File: config.mk
export PLATFORM = sky130hd
export DESIGN_NAME = tsa_div
export DESIGN_NICKNAME = d
export VERILOG_FILES = /design/src/hdl/tsa_pkg.sv /design/src/hdl/tsa_div.sv
export SDC_FILE = /design/constraint.sdc
export NUM_CORES = 1
export LEC_CHECK = 0
export BUFFER_PORTS_ARGS = -buffer_cell sky130_fd_sc_hd__buf_2
export CORE_ASPECT_RATIO = 0.75
export CORE_MARGIN = 8
export CORE_UTILIZATION = 58
export CTS_CLUSTER_SIZE = 25
export DETAILED_ROUTE_END_ITERATION = 8
export PLACE_DENSITY = 0.94
export SLEW_MARGIN = 20
export SYNTH_ARGS = -nofsm -noshare
export SYNTH_HDL_FRONTEND = slang
export SYNTH_SLANG_ARGS = --single-unit
export TNS_END_PERCENT = 20
File: constraint.sdc
create_clock -name clk -period 4.4 [get_ports clk]
set_input_delay 0.66 -clock clk [delete_from_list [all_inputs] [get_ports clk]]
set_output_delay 0.66 -clock clk [all_outputs]
set_load 0.03 [all_outputs]
File: src/hdl/tsa_pkg.sv
`default_nettype none
// ---------------------------------------------------------------------------
// Truss stiffness assembler package
// Shared types and fixed constants of the truss stiffness assembler.
// ---------------------------------------------------------------------------
package tsa_pkg;

  localparam logic [1:0] OP_CLEAR = 2'd0;
  localparam logic [1:0] OP_ADD   = 2'd1;
  localparam logic [1:0] OP_READ  = 2'd2;

  localparam logic [1:0] ST_OK      = 2'd0;
  localparam logic [1:0] ST_BAD_IDX = 2'd1;
  localparam logic [1:0] ST_ZERO_L  = 2'd2;

  localparam int DIV_W = 64;
  localparam int ACC_W = 40;

  localparam logic [30:0]      COS_MAX = 31'h7FFF_FFFF;
  localparam logic [ACC_W-1:0] ACC_HI  = 40'h7F_FFFF_FFFF;
  localparam logic [ACC_W-1:0] ACC_LO  = 40'h80_0000_0000;

  typedef struct packed {
    logic             start;
    logic [DIV_W-1:0] num;
    logic [DIV_W-1:0] den;
  } div_req_t;

  typedef struct packed {
    logic             done;
    logic [DIV_W-1:0] quo;
  } div_rsp_t;

endpackage
`default_nettype wire

File: src/hdl/tsa_div.sv
`default_nettype none
// ---------------------------------------------------------------------------
// Shared divider
// Restoring unsigned divider that retires one quotient bit per cycle.
// ---------------------------------------------------------------------------
module tsa_div (
  input  logic              clk,
  input  logic              rst,
  input  tsa_pkg::div_req_t req,
  output tsa_pkg::div_rsp_t rsp
);

  logic [tsa_pkg::DIV_W-1:0] rem;
  logic [tsa_pkg::DIV_W-1:0] quo;
  logic [tsa_pkg::DIV_W-1:0] den;
  logic [5:0]                cnt;
  logic                      busy;
  logic                      done;
  logic [tsa_pkg::DIV_W:0]   shifted;
  logic [tsa_pkg::DIV_W:0]   diff;
  logic [tsa_pkg::DIV_W-1:0] rem_next;
  logic [tsa_pkg::DIV_W-1:0] quo_next;

  always_comb begin
    shifted  = {rem, quo[tsa_pkg::DIV_W-1]};
    diff     = shifted - {1'b0, den};
    rem_next = diff[tsa_pkg::DIV_W] ? shifted[tsa_pkg::DIV_W-1:0]
                                    : diff[tsa_pkg::DIV_W-1:0];
    quo_next = {quo[tsa_pkg::DIV_W-2:0], ~diff[tsa_pkg::DIV_W]};
  end

  always_ff @(posedge clk) begin
    if (rst) begin
      busy <= 1'b0;
      done <= 1'b0;
      cnt  <= '0;
    end else begin
      done <= 1'b0;
      if (req.start) begin
        busy <= 1'b1;
        cnt  <= '0;
      end else if (busy) begin
        cnt <= cnt + 6'd1;
        if (cnt == 6'd63) begin
          busy <= 1'b0;
          done <= 1'b1;
        end
      end
    end
  end

  always_ff @(posedge clk) begin
    if (req.start) begin
      rem <= '0;
      quo <= req.num;
      den <= req.den;
    end else if (busy) begin
      rem <= rem_next;
      quo <= quo_next;
    end
  end

  assign rsp.done = done;
  assign rsp.quo  = quo;

endmodule
`default_nettype wire

==> results by stage <==
Finish:
- The number of antenna diodes is 0.
- The filler cells instantiated in the layout total between 1000 and 1500.
- The number of standard cells in the final layout excluding fillers is between 1500 and 2000.
- The final layout contains between 1500 and 2000 nets.
- The area growth from synthesis to layout is 14.6%.
- The fraction of layout cells with a size suffix above 1 is 0.230.

Synthesis:
- Ranked by total cell area, the synthesized netlist is headed by sky130_fd_sc_hd__edfxtp_1, sky130_fd_sc_hd__dfxtp_1, sky130_fd_sc_hd__ha_1.
- Averaged over all synthesized cells, the footprint is 9.78 um^2.
- The area of the mapped netlist is between 10000 and 15000 um^2.
- The cell type contributing the most total cell area after synthesis is sky130_fd_sc_hd__edfxtp_1.
- The proportion of synthesized flip-flops having asynchronous set or reset is 0.
- Counting every instance in the synthesized netlist gives around 1200.
- The netlist uses 61 different library cells.
- In the synthesized netlist the dominant register cell turns out to be sky130_fd_sc_hd__edfxtp_1.
- Of the post-synthesis cell area, the dominant cell type holds 0.323.
- The total nets after synthesis is approximately 1400.
- The synthesized design contains 128 enable-type register cells.
- The portion of the post-synthesis area used by sequential elements is 0.443.
- Yosys printed 0 warnings.
- Among all cell types in the netlist, the one instantiated most often is sky130_fd_sc_hd__edfxtp_1.
- The synthesized design contains 200 register bits.
- The commonest cells after synthesis are sky130_fd_sc_hd__edfxtp_1, sky130_fd_sc_hd__nor2_1, sky130_fd_sc_hd__a21oi_1, sky130_fd_sc_hd__inv_1, sky130_fd_sc_hd__nand2_1.

Critical path:
- STA classifies the critical path endpoint as a register.
- Data arrives at the worst endpoint at 4.16 ns.
- The element type at the critical path start is a register.
- Along the worst path, the maximum fanout reaches 19.
- The worst register-to-register path begins at quo[63]$_DFFE_PP_.
- The required time reported for the critical path endpoint is 4.74 ns.
- The category of the most critical setup path is register to register.
- The timing startpoint of the critical path is quo[63]$_DFFE_PP_.

Power:
- In this run the power density over the cells is roughly 390 nW/um^2.
- The analysis attributes to net switching a power of about 1.8 mW.
- The static power due to leakage is about 5.7 nW.
- The share of total power dissipated in the clock network is 0.321.
- The switching share of total power is 0.339.
- The peak supply drop is roughly 0.0003 V.
- Of the total power, registers draw 0.429.
- The share of total power in combinational logic is 0.250.
- Internal power comes to between 3 and 4 mW.

Clock network:
- For this design, the CTS-stage hold fixing added 0 buffers.
- Once the clock tree was built, the setup fixing pass inserted 0 buffers.
- TritonCTS built the clock tree.
- The number of instances resized during post-cts repair is 0.
- Clock tree synthesis selected as its root buffer the cell sky130_fd_sc_hd__clkbuf_16.
- The number of clock buffers added by TritonCTS is 17.
- The clock latency reported for the late side of the worst-skew pair is 0.45 ns.
- The maximum number of buffers from clock root to sink is 2.
- The level count of the clock H-tree is 4.
- CTS saw 200 sinks.
- The clock edge transition at the registers on the reported setup and hold paths is about 0.090 ns.

STA:
- The sum of negative setup slack is 0 ns.
- Setup repair after global routing left no endpoint under its margin.
- For the final database, setup skew stands at 0.0186 ns.
- The final worst-path cycle share is 0.868.
- The number of max-slew violations in the final report was 0.
- The maximum clock frequency is ~260 MHz.
- Setup violations remaining at the end of the flow were counted as 0.
- The final number of hold-violating endpoints came to 0.
- Measured against its own limit, the worst slew margin works out to 0.383.
- At the pin with the least slew margin, the transition time is 0.925 ns.
- Subtracting the final worst setup slack from the clock period gives 3.82 ns.

Floorplan:
- The floorplan step set the die width to between 150 and 200 um.
- The row count is 45.
- For this design the top-level I/O count stands at 196.
- The floorplan step defined a die boundary enclosing 25400 um^2.
- The placeable core region is roughly 20000 um^2.
- For this configuration, the core starts out at a cell density of 0.590.
- The y dimension of the die is ~140 um.

Detailed routing:
- The pre-antenna-repair detailed-routing pass consisted of 6 iterations.
- Dividing the detail-routed via count by the number of cells gives slightly above 6.
- The DRC violation count after routing is 0.
- The total detailed-routing wirelength is 30100 um.
- Dividing the detail-routed wire length by the instance count gives around 18 um.
- The count of nets left with antenna violations once routing finished came out at 0.
- The detailed router finished its first iteration with between 1000 and 1500 violations.
- The detailed router placed about 10000 vias in this run.

Global route:
- The number of antenna violations at the first check in global routing is 0.
- The global router's overall resource usage is 0.233.
- The number of global-route vias before repair is approximately 9600.
- For this run the aggregate overflow at the end of global routing stands at 0.
- Entering global routing, the biggest net connects 79 pins.
- The first-pass GRT wire length is slightly below 50000 um.

Run status:
- The run finished with clean final reports.

Placement:
- Detailed placement finished with a half-perimeter wire length of approximately 23000 um.
- The number of cells after detailed placement is between 1500 and 2000.
- Routability-driven placement finished with a final weighted congestion of around 0.97.
- Input and output buffers added on the ports amount to between 150 and 200.

Hold path:
- The startpoint identified for the worst hold timing path is req[20].
- The min-delay analysis places its worst path in the category input port to register.

Run:
- Across the run, the number of max-cap violations was 0.
## stage by stage
step                      area [um^2]  hold WS (ns)  setup WS [ns]  utilization  power [mW]
after floorplan                 11900         0.448           1.07            -        3.25
after global placement          13000         0.468          0.769        0.643        3.54
after detailed placement        13000         0.476          0.654        0.643        3.60
after CTS                       13700         0.368          0.612        0.676        5.29
after global routing            13700         0.364          0.273        0.676        5.50
final                           13700         0.378          0.581        0.676        5.29
## area by class of cell
type,count,area (um^2),share of cell area
Inverter,89,334,0.0245
Clock buffer,17,425,0.0311
Sequential cell,200,5290,0.387
Multi-Input combinational cell,857,5980,0.438
Timing Repair Buffer,207,1070,0.0785
Clock inverter,15,235,0.0172
Tap cell,258,323,0.0236
## cell usage in the layout, fill, tap and decap left out, types with 10 or more instances in the layout
master                      count
sky130_fd_sc_hd__a21oi_1      104
sky130_fd_sc_hd__dfxtp_1       71
sky130_fd_sc_hd__mux2i_1       40
sky130_fd_sc_hd__nor2_1       115
sky130_fd_sc_hd__nand3_1       13
sky130_fd_sc_hd__a21o_1        30
sky130_fd_sc_hd__mux2_2        65
sky130_fd_sc_hd__clkbuf_16     17
sky130_fd_sc_hd__ha_1          65
sky130_fd_sc_hd__o21bai_1      19
sky130_fd_sc_hd__a211oi_1      52
sky130_fd_sc_hd__nor3_1        16
sky130_fd_sc_hd__o21ai_0       48
sky130_fd_sc_hd__inv_1         88
sky130_fd_sc_hd__xor2_1        20
sky130_fd_sc_hd__nand4_1       34
sky130_fd_sc_hd__buf_4         12
sky130_fd_sc_hd__edfxtp_1     128
sky130_fd_sc_hd__xnor2_1       41
sky130_fd_sc_hd__o21a_1        10
sky130_fd_sc_hd__buf_2        194
sky130_fd_sc_hd__nand2_1       76
## path summary, 6_finish.rpt
check                         endpoint  slack, ns  cells past startpoint
setup reg to reg  rem[59]$_SDFFE_PP0P_       0.58                     13
hold reg to reg   rem[43]$_SDFFE_PP0P_       0.50                      2
hold / removal       den[20]$_DFFE_PP_       0.38                      1
setup / recovery  rem[59]$_SDFFE_PP0P_       0.58                     13
## cells by family (layout without fill, tap and decap cells)
group           Yosys count  after routing  share of synthesized area
compound gates          329            329                      0.178
simple gates            295            295                      0.112
flops                   200            200                      0.443
buf+inv                 162            328                     0.0553
mux                     106            106                     0.0960
fa+ha+maj                66             66                     0.0699
xor+xnor                 61             61                     0.0448
## power groups by stage
stage	registers, mW	logic [mW]	clock network [mW]
detailed placement	2.31	1.29	0
CTS	2.27	1.30	1.71
finish	2.27	1.32	1.70
global placement	2.30	1.25	0
floorplan	2.41	0.838	0
global route	2.29	1.43	1.78
## state kept, by name, summed over array words and instances (netlist names)
name / cells
busy: 1
cnt: 6
den: 64
done: 1
quo: 64
rem: 64
## metal layers
layer / up-vias / GRT usage / part of all wire
li1: 4729 / - / -
met1: 4707 / 0.309 / 0.42
met2: 500 / 0.374 / 0.47
met3: 73 / 0.0535 / 0.088
met4: 0 / 0.0728 / 0.022
met5: - / 0 / 0
## critical path: stages, from the launching register on
cell	delay (ns)
sky130_fd_sc_hd__edfxtp_1	0.35
sky130_fd_sc_hd__inv_1	0.06
sky130_fd_sc_hd__ha_1	0.21
sky130_fd_sc_hd__fa_1	0.40
sky130_fd_sc_hd__nand2b_1	0.20
sky130_fd_sc_hd__a21oi_1	0.16
sky130_fd_sc_hd__o211ai_1	0.15
sky130_fd_sc_hd__a21oi_1	0.23
sky130_fd_sc_hd__o2111ai_1	0.24
sky130_fd_sc_hd__a21oi_1	0.38
sky130_fd_sc_hd__a211o_1	0.62
sky130_fd_sc_hd__nor2_1	0.16
sky130_fd_sc_hd__a21boi_0	0.19
sky130_fd_sc_hd__a2111oi_2	0.35
Note: power is estimated with default switching activity, not from simulation.
